[src/sv/dfs_pkg.sv]
// shared types and constants for the depth-first search block
// used by the interfaces, the controller, the datapath and the checker
package dfs_pkg;

	localparam int MAX_VERTICES_DEF = 16;

	// field widths
	localparam int VTX_W      = 4;
	localparam int CNT_W      = 5;
	localparam int CFG_IDX_W  = 1;
	localparam int CFG_DATA_W = 5;

	// configuration register indexes
	typedef enum logic [CFG_IDX_W-1:0] {
		CFG_VERTEX_COUNT = 1'b0,
		CFG_UNDIRECTED   = 1'b1
	} cfg_idx_t;

	// item command codes
	localparam logic CMD_EDGE   = 1'b0;
	localparam logic CMD_SEARCH = 1'b1;

	// register reset values
	localparam logic [CNT_W-1:0] VERTEX_COUNT_RST = 5'd16;
	localparam logic             UNDIRECTED_RST   = 1'b1;

	// controller to datapath commands
	typedef struct packed {
		logic latch_in;
		logic adj_rd_from;
		logic adj_wr_from;
		logic adj_rd_to;
		logic adj_wr_to;
		logic search_start;
		logic push;
		logic pop;
		logic pop_load;
		logic emit_bad;
		logic emit_last;
	} dfs_cmd_t;

	// datapath to controller status
	typedef struct packed {
		logic is_search;
		logic edge_ok;
		logic undirected;
		logic start_bad;
		logic found;
		logic last_pop;
		logic out_free;
	} dfs_sts_t;

endpackage

[src/sv/dfs_ifs.sv]
// channel interfaces: command items, result items and configuration writes
// depends on dfs_pkg for field widths
interface dfs_cmd_if;
	import dfs_pkg::*;
	logic                 valid;
	logic                 ready;
	logic                 command;
	logic [VTX_W-1:0]     from_vertex;
	logic [VTX_W-1:0]     to_vertex;
	logic                 edge_present;
	logic [VTX_W-1:0]     start_vertex;
	modport source (output valid, command, from_vertex, to_vertex, edge_present,
		start_vertex, input ready);
	modport sink (input valid, command, from_vertex, to_vertex, edge_present,
		start_vertex, output ready);
endinterface

interface dfs_res_if;
	import dfs_pkg::*;
	logic             valid;
	logic             ready;
	logic [VTX_W-1:0] vertex;
	logic             last;
	logic             bad_start;
	modport source (output valid, vertex, last, bad_start, input ready);
	modport sink (input valid, vertex, last, bad_start, output ready);
endinterface

interface dfs_cfg_if;
	import dfs_pkg::*;
	logic                  valid;
	logic                  ready;
	logic [CFG_IDX_W-1:0]  index;
	logic [CFG_DATA_W-1:0] data;
	modport source (output valid, index, data, input ready);
	modport sink (input valid, index, data, output ready);
endinterface

[src/sv/dfs_ram.sv]
// generic single-write, single-read memory with registered read data
// no dependencies
module dfs_ram #(
	parameter int WIDTH = 16,
	parameter int DEPTH = 16
) (
	input  logic                     clk,
	input  logic                     wr_en,
	input  logic [$clog2(DEPTH)-1:0] wr_addr,
	input  logic [WIDTH-1:0]         wr_data,
	input  logic                     rd_en,
	input  logic [$clog2(DEPTH)-1:0] rd_addr,
	output logic [WIDTH-1:0]         rd_data
);

	logic [WIDTH-1:0] mem_q [DEPTH];

	// write port
	always_ff @(posedge clk) begin
		if (wr_en) begin
			mem_q[wr_addr] <= wr_data;
		end
	end

	// registered read, held between reads
	always_ff @(posedge clk) begin
		if (rd_en) begin
			rd_data <= mem_q[rd_addr];
		end
	end

endmodule

[src/sv/dfs_ctrl.sv]
// controller state machine for edge writes and the depth-first walk
// depends on dfs_pkg for the command and status structs
module dfs_ctrl (
	input  logic              clk,
	input  logic              arst_n,
	input  logic              in_valid,
	output logic              in_ready,
	input  dfs_pkg::dfs_sts_t sts,
	output dfs_pkg::dfs_cmd_t ctl
);
	import dfs_pkg::*;

	typedef enum logic [8:0] {
		ST_IDLE   = 9'b000000001,
		ST_DECODE = 9'b000000010,
		ST_EW_WR1 = 9'b000000100,
		ST_EW_RD2 = 9'b000001000,
		ST_EW_WR2 = 9'b000010000,
		ST_BAD    = 9'b000100000,
		ST_SCAN   = 9'b001000000,
		ST_POP    = 9'b010000000,
		ST_DONE   = 9'b100000000
	} state_t;

	state_t state_q;
	state_t state_nxt;

	// state register
	always_ff @(posedge clk or negedge arst_n) begin
		if (!arst_n) begin
			state_q <= ST_IDLE;
		end else begin
			state_q <= state_nxt;
		end
	end

	// next state and datapath commands
	always_comb begin
		state_nxt = state_q;
		ctl       = '0;
		in_ready  = 1'b0;
		case (state_q)
			ST_IDLE: begin
				in_ready = 1'b1;
				if (in_valid) begin
					ctl.latch_in = 1'b1;
					state_nxt    = ST_DECODE;
				end
			end
			ST_DECODE: begin
				if (!sts.is_search) begin
					if (sts.edge_ok) begin
						ctl.adj_rd_from = 1'b1;
						state_nxt       = ST_EW_WR1;
					end else begin
						state_nxt = ST_IDLE;
					end
				end else if (sts.start_bad) begin
					state_nxt = ST_BAD;
				end else begin
					ctl.search_start = 1'b1;
					state_nxt        = ST_SCAN;
				end
			end
			ST_EW_WR1: begin
				ctl.adj_wr_from = 1'b1;
				state_nxt       = sts.undirected ? ST_EW_RD2 : ST_IDLE;
			end
			ST_EW_RD2: begin
				ctl.adj_rd_to = 1'b1;
				state_nxt     = ST_EW_WR2;
			end
			ST_EW_WR2: begin
				ctl.adj_wr_to = 1'b1;
				state_nxt     = ST_IDLE;
			end
			ST_BAD: begin
				if (sts.out_free) begin
					ctl.emit_bad = 1'b1;
					state_nxt    = ST_IDLE;
				end
			end
			ST_SCAN: begin
				// push the found neighbor, step back to the parent, or finish at the start vertex
				if (sts.found) begin
					if (sts.out_free) begin
						ctl.push = 1'b1;
					end
				end else if (sts.last_pop) begin
					state_nxt = ST_DONE;
				end else begin
					ctl.pop   = 1'b1;
					state_nxt = ST_POP;
				end
			end
			ST_POP: begin
				ctl.pop_load = 1'b1;
				state_nxt    = ST_SCAN;
			end
			ST_DONE: begin
				if (sts.out_free) begin
					ctl.emit_last = 1'b1;
					state_nxt     = ST_IDLE;
				end
			end
			default: begin
				state_nxt = ST_IDLE;
			end
		endcase
	end

endmodule

[src/sv/dfs_dp.sv]
// datapath: adjacency and stack memories, visited set, scan and result register
// depends on dfs_pkg, dfs_ifs and dfs_ram
module dfs_dp #(
	parameter int MAX_VERTICES = dfs_pkg::MAX_VERTICES_DEF
) (
	input  logic                        clk,
	input  logic                        arst_n,
	input  logic                        command,
	input  logic [dfs_pkg::VTX_W-1:0]   from_vertex,
	input  logic [dfs_pkg::VTX_W-1:0]   to_vertex,
	input  logic                        edge_present,
	input  logic [dfs_pkg::VTX_W-1:0]   start_vertex,
	dfs_cfg_if.sink                     cfg,
	dfs_res_if.source                   res,
	input  dfs_pkg::dfs_cmd_t           ctl,
	output dfs_pkg::dfs_sts_t           sts
);
	import dfs_pkg::*;

	localparam int VW = $clog2(MAX_VERTICES);
	localparam int NW = $clog2(MAX_VERTICES + 1);
	localparam int CW = (NW > CNT_W) ? NW : CNT_W;

	// latched item fields
	logic             command_q;
	logic [VTX_W-1:0] from_q;
	logic [VTX_W-1:0] to_q;
	logic             present_q;
	logic [VTX_W-1:0] start_q;

	// configuration registers
	logic [CNT_W-1:0] vcount_q;
	logic             undirected_q;

	// search state
	logic [MAX_VERTICES-1:0] visited_q;
	logic [NW-1:0]           sp_q;
	logic [NW-1:0]           scan_q;
	logic [VW-1:0]           top_q;
	logic [VW-1:0]           pend_q;

	// result register
	logic             out_valid_q;
	logic [VTX_W-1:0] out_vertex_q;
	logic             out_last_q;
	logic             out_bad_q;

	// memory ports
	logic                    adj_rd_en;
	logic [VW-1:0]           adj_rd_addr;
	logic [MAX_VERTICES-1:0] row;
	logic                    adj_wr_en;
	logic [VW-1:0]           adj_wr_addr;
	logic [MAX_VERTICES-1:0] adj_wr_data;
	logic                    stk_wr_en;
	logic [VW-1:0]           stk_wr_addr;
	logic [VW-1:0]           stk_wr_data;
	logic [VW-1:0]           stk_rd_data;

	// decoded vertices and scan results
	logic [CW-1:0]           n_eff;
	logic [MAX_VERTICES-1:0] from_bit;
	logic [MAX_VERTICES-1:0] to_bit;
	logic [MAX_VERTICES-1:0] start_bit;
	logic [MAX_VERTICES-1:0] set_bit;
	logic [MAX_VERTICES-1:0] cand;
	logic [MAX_VERTICES-1:0] found_bit;
	logic [VW-1:0]           found_idx;
	logic                    found;
	logic                    emit;

	// effective vertex count, capped at the matrix size
	assign n_eff = (CW'(vcount_q) > CW'(MAX_VERTICES)) ? CW'(MAX_VERTICES) : CW'(vcount_q);

	// one-hot decode of the item vertices
	always_comb begin
		for (int i = 0; i < MAX_VERTICES; i++) begin
			from_bit[i]  = (CW'(i) == CW'(from_q));
			to_bit[i]    = (CW'(i) == CW'(to_q));
			start_bit[i] = (CW'(i) == CW'(start_q));
		end
	end

	// unvisited neighbors of the top vertex from the scan point up
	always_comb begin
		for (int i = 0; i < MAX_VERTICES; i++) begin
			cand[i] = row[i] & ~visited_q[i] & (NW'(i) >= scan_q) & (CW'(i) < n_eff);
		end
	end

	// lowest candidate wins
	assign found_bit = cand & (~cand + MAX_VERTICES'(1));
	always_comb begin
		found_idx = '0;
		for (int i = 0; i < MAX_VERTICES; i++) begin
			if (found_bit[i]) begin
				found_idx = VW'(i);
			end
		end
	end
	assign found = |cand;

	// adjacency read address select
	always_comb begin
		adj_rd_en = ctl.adj_rd_from | ctl.adj_rd_to | ctl.search_start | ctl.push | ctl.pop_load;
		if (ctl.adj_rd_to) begin
			adj_rd_addr = VW'(to_q);
		end else if (ctl.search_start) begin
			adj_rd_addr = VW'(start_q);
		end else if (ctl.push) begin
			adj_rd_addr = found_idx;
		end else if (ctl.pop_load) begin
			adj_rd_addr = stk_rd_data;
		end else begin
			adj_rd_addr = VW'(from_q);
		end
	end

	// read-modify-write of one adjacency bit
	assign adj_wr_en   = ctl.adj_wr_from | ctl.adj_wr_to;
	assign adj_wr_addr = ctl.adj_wr_to ? VW'(to_q) : VW'(from_q);
	assign set_bit     = ctl.adj_wr_to ? from_bit : to_bit;
	assign adj_wr_data = present_q ? (row | set_bit) : (row & ~set_bit);

	dfs_ram #(
		.WIDTH (MAX_VERTICES),
		.DEPTH (MAX_VERTICES)
	) u_adj_ram (
		.clk     (clk),
		.wr_en   (adj_wr_en),
		.wr_addr (adj_wr_addr),
		.wr_data (adj_wr_data),
		.rd_en   (adj_rd_en),
		.rd_addr (adj_rd_addr),
		.rd_data (row)
	);

	// vertex stack, read one below the top on a pop
	assign stk_wr_en   = ctl.search_start | ctl.push;
	assign stk_wr_addr = ctl.search_start ? '0 : VW'(sp_q);
	assign stk_wr_data = ctl.search_start ? VW'(start_q) : found_idx;

	dfs_ram #(
		.WIDTH (VW),
		.DEPTH (MAX_VERTICES)
	) u_stk_ram (
		.clk     (clk),
		.wr_en   (stk_wr_en),
		.wr_addr (stk_wr_addr),
		.wr_data (stk_wr_data),
		.rd_en   (ctl.pop),
		.rd_addr (VW'(sp_q - NW'(2))),
		.rd_data (stk_rd_data)
	);

	assign emit = ctl.push | ctl.emit_last | ctl.emit_bad;

	// control state
	always_ff @(posedge clk or negedge arst_n) begin
		if (!arst_n) begin
			vcount_q     <= VERTEX_COUNT_RST;
			undirected_q <= UNDIRECTED_RST;
			visited_q    <= '0;
			sp_q         <= '0;
			scan_q       <= '0;
			out_valid_q  <= 1'b0;
		end else begin
			if (cfg.valid) begin
				case (cfg_idx_t'(cfg.index))
					CFG_VERTEX_COUNT: vcount_q <= cfg.data;
					CFG_UNDIRECTED:   undirected_q <= cfg.data[0];
					default: ;
				endcase
			end
			if (ctl.search_start) begin
				visited_q <= start_bit;
				sp_q      <= NW'(1);
				scan_q    <= '0;
			end else if (ctl.push) begin
				visited_q <= visited_q | found_bit;
				sp_q      <= sp_q + NW'(1);
				scan_q    <= '0;
			end else if (ctl.pop) begin
				sp_q   <= sp_q - NW'(1);
				scan_q <= NW'(top_q) + NW'(1);
			end
			if (emit) begin
				out_valid_q <= 1'b1;
			end else if (res.ready) begin
				out_valid_q <= 1'b0;
			end
		end
	end

	// payload registers
	always_ff @(posedge clk) begin
		if (ctl.latch_in) begin
			command_q <= command;
			from_q    <= from_vertex;
			to_q      <= to_vertex;
			present_q <= edge_present;
			start_q   <= start_vertex;
		end
		if (ctl.search_start) begin
			top_q  <= VW'(start_q);
			pend_q <= VW'(start_q);
		end else if (ctl.push) begin
			top_q  <= found_idx;
			pend_q <= found_idx;
		end else if (ctl.pop_load) begin
			top_q <= stk_rd_data;
		end
		// previous vertex goes out once the next one is known
		if (ctl.push) begin
			out_vertex_q <= VTX_W'(pend_q);
			out_last_q   <= 1'b0;
			out_bad_q    <= 1'b0;
		end else if (ctl.emit_last) begin
			out_vertex_q <= VTX_W'(pend_q);
			out_last_q   <= 1'b1;
			out_bad_q    <= 1'b0;
		end else if (ctl.emit_bad) begin
			out_vertex_q <= start_q;
			out_last_q   <= 1'b1;
			out_bad_q    <= 1'b1;
		end
	end

	// status to the controller
	assign sts.is_search  = (command_q == CMD_SEARCH);
	assign sts.edge_ok    = (CW'(from_q) < CW'(MAX_VERTICES)) && (CW'(to_q) < CW'(MAX_VERTICES));
	assign sts.undirected = undirected_q;
	assign sts.start_bad  = (CW'(start_q) >= n_eff);
	assign sts.found      = found;
	assign sts.last_pop   = (sp_q == NW'(1));
	assign sts.out_free   = !out_valid_q || res.ready;

	// ports
	assign cfg.ready     = 1'b1;
	assign res.valid     = out_valid_q;
	assign res.vertex    = out_vertex_q;
	assign res.last      = out_last_q;
	assign res.bad_start = out_bad_q;

endmodule

[src/sv/dfs_adjacency_matrix_order.sv]
// Depth-first search over an adjacency bit matrix, emitting vertices in visit order.
// Channels: cmd takes items (edge write or search), res gives result items,
// cfg writes vertex_count (index 0) and undirected (index 1), always ready.
// An edge write gives no result; it does a read-modify-write of one matrix row
// per direction, in both directions in undirected mode.
// A search does one scan per push (a priority pick over the row) and, per pop,
// a scan and then a reload of the parent's row from the stack, since the adjacency
// and stack memories each have a single read port.
// Each vertex is sent when the next one is found, so the final one carries last.
// A bad start gives one result with bad_start and last set after the decode state,
// held back while the output register still holds an earlier result not yet taken.
// One item is worked at a time; cmd.ready is high only while the block is free.
// Results sit in an output register; when res.ready is low the walk pauses
// at its next result and resumes without loss.
// Reset clears visited set, stack count, result valid and the configuration
// (16 vertices, undirected); matrix rows hold garbage until written.
// depends on dfs_pkg, dfs_ifs, dfs_ram, dfs_ctrl and dfs_dp
module dfs_adjacency_matrix_order #(
	parameter int MAX_VERTICES = dfs_pkg::MAX_VERTICES_DEF
) (
	input  logic      clk,
	input  logic      arst_n,
	dfs_cmd_if.sink   cmd,
	dfs_res_if.source res,
	dfs_cfg_if.sink   cfg
);
	import dfs_pkg::*;

	dfs_cmd_t ctl;
	dfs_sts_t sts;
	logic     in_ready;

	assign cmd.ready = in_ready;

	// sequencer
	dfs_ctrl u_ctrl (
		.clk      (clk),
		.arst_n   (arst_n),
		.in_valid (cmd.valid),
		.in_ready (in_ready),
		.sts      (sts),
		.ctl      (ctl)
	);

	// storage and scan logic
	dfs_dp #(
		.MAX_VERTICES (MAX_VERTICES)
	) u_dp (
		.clk          (clk),
		.arst_n       (arst_n),
		.command      (cmd.command),
		.from_vertex  (cmd.from_vertex),
		.to_vertex    (cmd.to_vertex),
		.edge_present (cmd.edge_present),
		.start_vertex (cmd.start_vertex),
		.cfg          (cfg),
		.res          (res),
		.ctl          (ctl),
		.sts          (sts)
	);

endmodule

[src/flat_wrapper.sv]
// flat-port wrapper written by rule: the top's interface ports become plain ports
module dfs_adjacency_matrix_order_flat import dfs_pkg::*;
#(
	parameter int MAX_VERTICES = dfs_pkg::MAX_VERTICES_DEF
)
  (clk, arst_n, cmd_valid, cmd_command, cmd_from_vertex, cmd_to_vertex, cmd_edge_present, cmd_start_vertex, cmd_ready, res_valid, res_vertex, res_last, res_bad_start, res_ready, cfg_valid, cfg_index, cfg_data, cfg_ready);
  dfs_cmd_if cmd_i ();
  dfs_res_if res_i ();
  dfs_cfg_if cfg_i ();
  input  logic clk;
  input  logic arst_n;
  input wire logic [$bits(cmd_i.valid)-1:0] cmd_valid;
  input wire logic [$bits(cmd_i.command)-1:0] cmd_command;
  input wire logic [$bits(cmd_i.from_vertex)-1:0] cmd_from_vertex;
  input wire logic [$bits(cmd_i.to_vertex)-1:0] cmd_to_vertex;
  input wire logic [$bits(cmd_i.edge_present)-1:0] cmd_edge_present;
  input wire logic [$bits(cmd_i.start_vertex)-1:0] cmd_start_vertex;
  output wire logic [$bits(cmd_i.ready)-1:0] cmd_ready;
  output wire logic [$bits(res_i.valid)-1:0] res_valid;
  output wire logic [$bits(res_i.vertex)-1:0] res_vertex;
  output wire logic [$bits(res_i.last)-1:0] res_last;
  output wire logic [$bits(res_i.bad_start)-1:0] res_bad_start;
  input wire logic [$bits(res_i.ready)-1:0] res_ready;
  input wire logic [$bits(cfg_i.valid)-1:0] cfg_valid;
  input wire logic [$bits(cfg_i.index)-1:0] cfg_index;
  input wire logic [$bits(cfg_i.data)-1:0] cfg_data;
  output wire logic [$bits(cfg_i.ready)-1:0] cfg_ready;
  assign cmd_i.valid = cmd_valid;
  assign cmd_i.command = cmd_command;
  assign cmd_i.from_vertex = cmd_from_vertex;
  assign cmd_i.to_vertex = cmd_to_vertex;
  assign cmd_i.edge_present = cmd_edge_present;
  assign cmd_i.start_vertex = cmd_start_vertex;
  assign cmd_ready = cmd_i.ready;
  assign res_valid = res_i.valid;
  assign res_vertex = res_i.vertex;
  assign res_last = res_i.last;
  assign res_bad_start = res_i.bad_start;
  assign res_i.ready = res_ready;
  assign cfg_i.valid = cfg_valid;
  assign cfg_i.index = cfg_index;
  assign cfg_i.data = cfg_data;
  assign cfg_ready = cfg_i.ready;
  dfs_adjacency_matrix_order #(.MAX_VERTICES(MAX_VERTICES)) u_core (.clk(clk), .arst_n(arst_n), .cmd(cmd_i), .res(res_i), .cfg(cfg_i));
endmodule
[config.mk]
export PLATFORM = sky130hd
export DESIGN_NAME = dfs_adjacency_matrix_order_flat
export DESIGN_NICKNAME = d
export VERILOG_FILES = /design/src/sv/dfs_pkg.sv /design/src/sv/dfs_ifs.sv /design/src/sv/dfs_ram.sv /design/src/sv/dfs_ctrl.sv /design/src/sv/dfs_dp.sv /design/src/sv/dfs_adjacency_matrix_order.sv /design/src/flat_wrapper.sv
export SDC_FILE = /design/constraint.sdc
export NUM_CORES = 1
export LEC_CHECK = 0
export BUFFER_PORTS_ARGS = -buffer_cell sky130_fd_sc_hd__buf_2
export CAP_MARGIN = 30
export CORE_ASPECT_RATIO = 0.9
export CORE_MARGIN = 3
export CORE_UTILIZATION = 45
export DETAILED_ROUTE_END_ITERATION = 10
export PLACE_DENSITY = 0.62
export SYNTH_ARGS = -nofsm -noshare
export SYNTH_HDL_FRONTEND = slang
export SYNTH_SLANG_ARGS = --single-unit
[constraint.sdc]
create_clock -name clk -period 3.8 [get_ports clk]
set_clock_uncertainty 0.05 [all_clocks]
set_input_delay 0.57 -clock clk [delete_from_list [all_inputs] [get_ports clk]]
set_output_delay 0.57 -clock clk [all_outputs]
set_load 0.01 [all_outputs]
==> reports/qor.txt <==
Yosys top cell by area = edfxtp_1
Final setup violation count = 16
H-tree lvl count = 2
Critical Path Fanout Max = 8
Most frequent CP cell = buf_4
Vias in the first global route = 11970
Sequential area share after synthesis = 0.6714
Largest net degree at the start of global routing = 32
GP Congestion = 0.9526
Synth cell types = 82
CP required = 4.15 ns
Max incr delay on CP = 0.61 ns
Fin. Hold Viols = 0
Most frequent cells in the layout = 366 x edfxtp_1, 199 x buf_4, 144 x nand2_1, 116 x nor2_1, 67 x a21oi_1
Post-synth EDFFs = 366
Power per cell area = 716.0 nW/um^2
Syn Nets = 1344
Yosys top cell area share = 0.6106
Unrepaired setup endpoints after global routing = yes
Final ANT Viol Nets = 0
Peak VDD IR = 0.0003917 V
Worst slew pin tran = 0.9958 ns
Initial antenna violation count = 1
CP Capture Type = register
Ports = 34
Root Buffer Master = clkbuf_16
Failing checks = setup timing
CP arrival = 4.45 ns
Post-route clock period utilization = 1.078
Cell Area, Synth = 18000 um^2
Internal power = 0.01064 W
CP cell instances = or4_4 -> o2111ai_2 -> nand2_1 -> or4b_4 -> or3_4 -> a2111oi_4 -> buf_4 -> buf_4 -> buf_8 -> buf_4 -> mux2_4 -> a31oi_4 -> a22oi_2 -> o21ai_2
Clock group share of total power = 0.260
Final-report max-slew violation count = 0
Overall routed net length = 49.61 mm
Layout area overhead = 23.45%
Drt initial violations = 1233
Die H = 195.7 um
Flop pwr share = 0.383
Die area = 42440 um^2
Async set-reset flop share out of synthesis = 0.1024
Synthesized area per cell = 13.76 um^2
Port bufs = 32
Vias = 12280
Core Region = 38880 um^2
Cells after Synth = 1308
Slew headroom = 0.3268
Final Critical Period = 4.097 ns
Clk_lat worst skew = 0.57 ns
WL per Instance = 23.62 um
TNS Setup = -3.674 ns
Top_reg_cell synth = edfxtp_1
Crit path kind = reg2reg
Clock transition at the registers of the reported paths = 0.06 ns
Nets@finish = 1578
Total global-route track usage = 0.2321
Sw Share = 0.3310
Logic pwr share = 0.357
Warnings, synthesis = 0
Status = finished, violations left
Residual DRC = 0
Fmax = 244.1 MHz
Worst hold path type = in2reg
Antenna Cells = 0
DP Wirelength = 33.09 mm
Row count = 68
Worst slack, placed = -0.3897 ns
Max Cap Viol = 0
FF+latch count, synth = 410
TritonCTS Buffers = 44
CTS Buffer Depth = 3
Top cells by area, synth = edfxtp_1 61%, dfrtp_1 5.4%, mux4_2 4.9%
Net Switching = 0.005267 W
CTS tree = built
Initial core utilization = 0.4629
Share of cells above drive strength 1 = 0.3079
CP max stage cell = or4b_4
Width of the die = 216.8 um
Fill cells = 3081
Setup crit start kind = register
DR pass1 iterations = 5
Most common cell after layout, fill and taps aside = edfxtp_1
CTS sink cnt = 410
Setup WS post-layout = -0.2967 ns
LEAKAGE = 7.889 nW
Vias per cell = 5.846
First-pass GRT wire length = 73.78 mm
Grt ovf = 0
==> state kept, by name, indices dropped and copies added, names as in the netlist <==
name                           count
u_core.u_dp.pend_q                 4
u_core.u_dp.res.vertex             4
u_core.u_dp.to_q                   4
u_core.u_dp.u_adj_ram.rd_data     16
u_core.u_dp.u_stk_ram.rd_data      4
u_core.u_dp.visited_q             16
u_core.u_dp.command_q              1
u_core.u_dp.scan_q                 5
u_core.u_dp.start_q                4
u_core.u_dp.vcount_q               5
u_core.u_dp.from_q                 4
u_core.u_dp.sp_q                   5
u_core.u_dp.top_q                  4
u_core.u_dp.res.valid              1
u_core.u_dp.u_stk_ram.mem_q       64
u_core.u_dp.res.last               1
u_core.u_dp.u_adj_ram.mem_q      256
u_core.u_dp.present_q              1
u_core.u_ctrl.state_q              9
u_core.u_dp.undirected_q           1
u_core.u_dp.res.bad_start          1
==> final timing paths <==
check | slack [ns] | cells after the start | from | endpoint
hold / removal | 0.12 | 1 | cmd_start_vertex[0] | u_core.u_dp.start_q[0]
min in group asynchronous | 0.54 | 2 | arst_n | u_core.u_dp.visited_q[0]
max in group asynchronous | 2.48 | 3 | arst_n | u_core.u_dp.vcount_q[3]
setup reg to reg | -0.30 | 14 | u_core.u_dp.vcount_q[1] | u_core.u_dp.u_adj_ram.rd_data[15]
setup / recovery | -0.30 | 14 | u_core.u_dp.vcount_q[1] | u_core.u_dp.u_adj_ram.rd_data[15]
hold reg to reg | 0.45 | 2 | u_core.u_dp.res.bad_start | u_core.u_dp.res.bad_start
==> cell usage after synthesis, types with 7 or more instances <==
library cell / n
mux2_2: 37
a221oi_1: 9
ha_1: 11
a21oi_1: 73
a211oi_1: 8
a22oi_1: 22
o21ai_1: 8
buf_2: 14
buf_1: 7
o21ai_0: 44
dfrtp_1: 39
nand3_1: 31
edfxtp_1: 366
nand2b_1: 12
mux4_2: 39
nor2b_1: 23
a32oi_1: 8
a31oi_1: 24
nor2_1: 125
inv_1: 12
o211ai_1: 10
o221ai_1: 8
and2_1: 8
nand2_1: 146
mux2i_1: 16
nor3_1: 23
or3_1: 14
nor4_1: 8
clkbuf_1: 37
==> worst max-delay path, delay by kind of cell (launching register included) <==
kind,cells,cell delay [ns]
muxes,1,0.30
AOI/OAI and AO/OA,5,0.94
buffers and inverters,4,0.54
and+or+nand+nor,4,1.66
DFF,1,0.42
==> final cells by class <==
| type | instances | area, um^2 | area share |
|---|---|---|---|
| Multi-Input combinational cell | 817 | 5954 | 0.2680 |
| Inverter | 14 | 52.55 | 0.002365 |
| Tap cell | 525 | 656.9 | 0.02956 |
| Clock buffer | 52 | 1131 | 0.05090 |
| Sequential cell | 410 | 12090 | 0.5439 |
| Clock inverter | 27 | 255.2 | 0.01149 |
| Timing Repair Buffer | 255 | 2083 | 0.09376 |
==> kinds of logic (layout without fill, tap and decap cells) <==
kind of cell / after synthesis / in the layout / share of synthesized area
compound gates: 266 / 266 / 0.09836
xor+xnor: 8 / 8 / 0.003893
fa+ha+maj: 11 / 11 / 0.007646
buf+inv: 81 / 348 / 0.02009
flops: 410 / 410 / 0.6714
mux: 94 / 94 / 0.08376
other cells: 1 / 1 / 0.0002083
simple gates: 437 / 437 / 0.1146
==> timing repair <==
action                     in CTS  in global routing
resized for setup              36                 56
buffers inserted               13                 16
hold buffers                    1                  0
pin swaps                       8                 26
gates cloned                    1                  1
hold endpoints to repair        3                  0
setup endpoints to repair      16                 44
==> power by group through the flow <==
stage | Combinational (W) | Clock [W] | Sequential (W)
2_1_floorplan | 0.00290 | 0 | 0.00603
3_3_place_gp | 0.00501 | 0 | 0.00617
3_5_place_dp | 0.00508 | 0 | 0.00618
4_1_cts | 0.00533 | 0.00423 | 0.00608
5_1_grt | 0.00612 | 0.00442 | 0.00613
6_report | 0.00567 | 0.00414 | 0.00610
==> stage by stage <==
step                      hold slack (ns)  area, um^2  utilization  std cells  total power, W
after floorplan                    0.2244       18010            -       1308        0.008930
after global placement             0.4234       20110       0.5172       1989         0.01118
final                              0.1189       22220       0.5715       2100         0.01591
after detailed placement           0.4348       20110       0.5172       1989         0.01126
after global routing               0.1035       22220       0.5715       2100         0.01667
after CTS                         0.09088       21770       0.5599       2083         0.01564
==> metal layers <==
metal | up-vias | global-route usage | wire length, um
met3 | 125 | 0.04801 | 4180
met1 | 6103 | 0.3328 | 21160
met4 | 2 | 0.08865 | 2089
met5 | - | 0 | 13
li1 | 5530 | - | -
met2 | 516 | 0.3521 | 22170
Note: power is estimated with default switching activity, not from simulation.
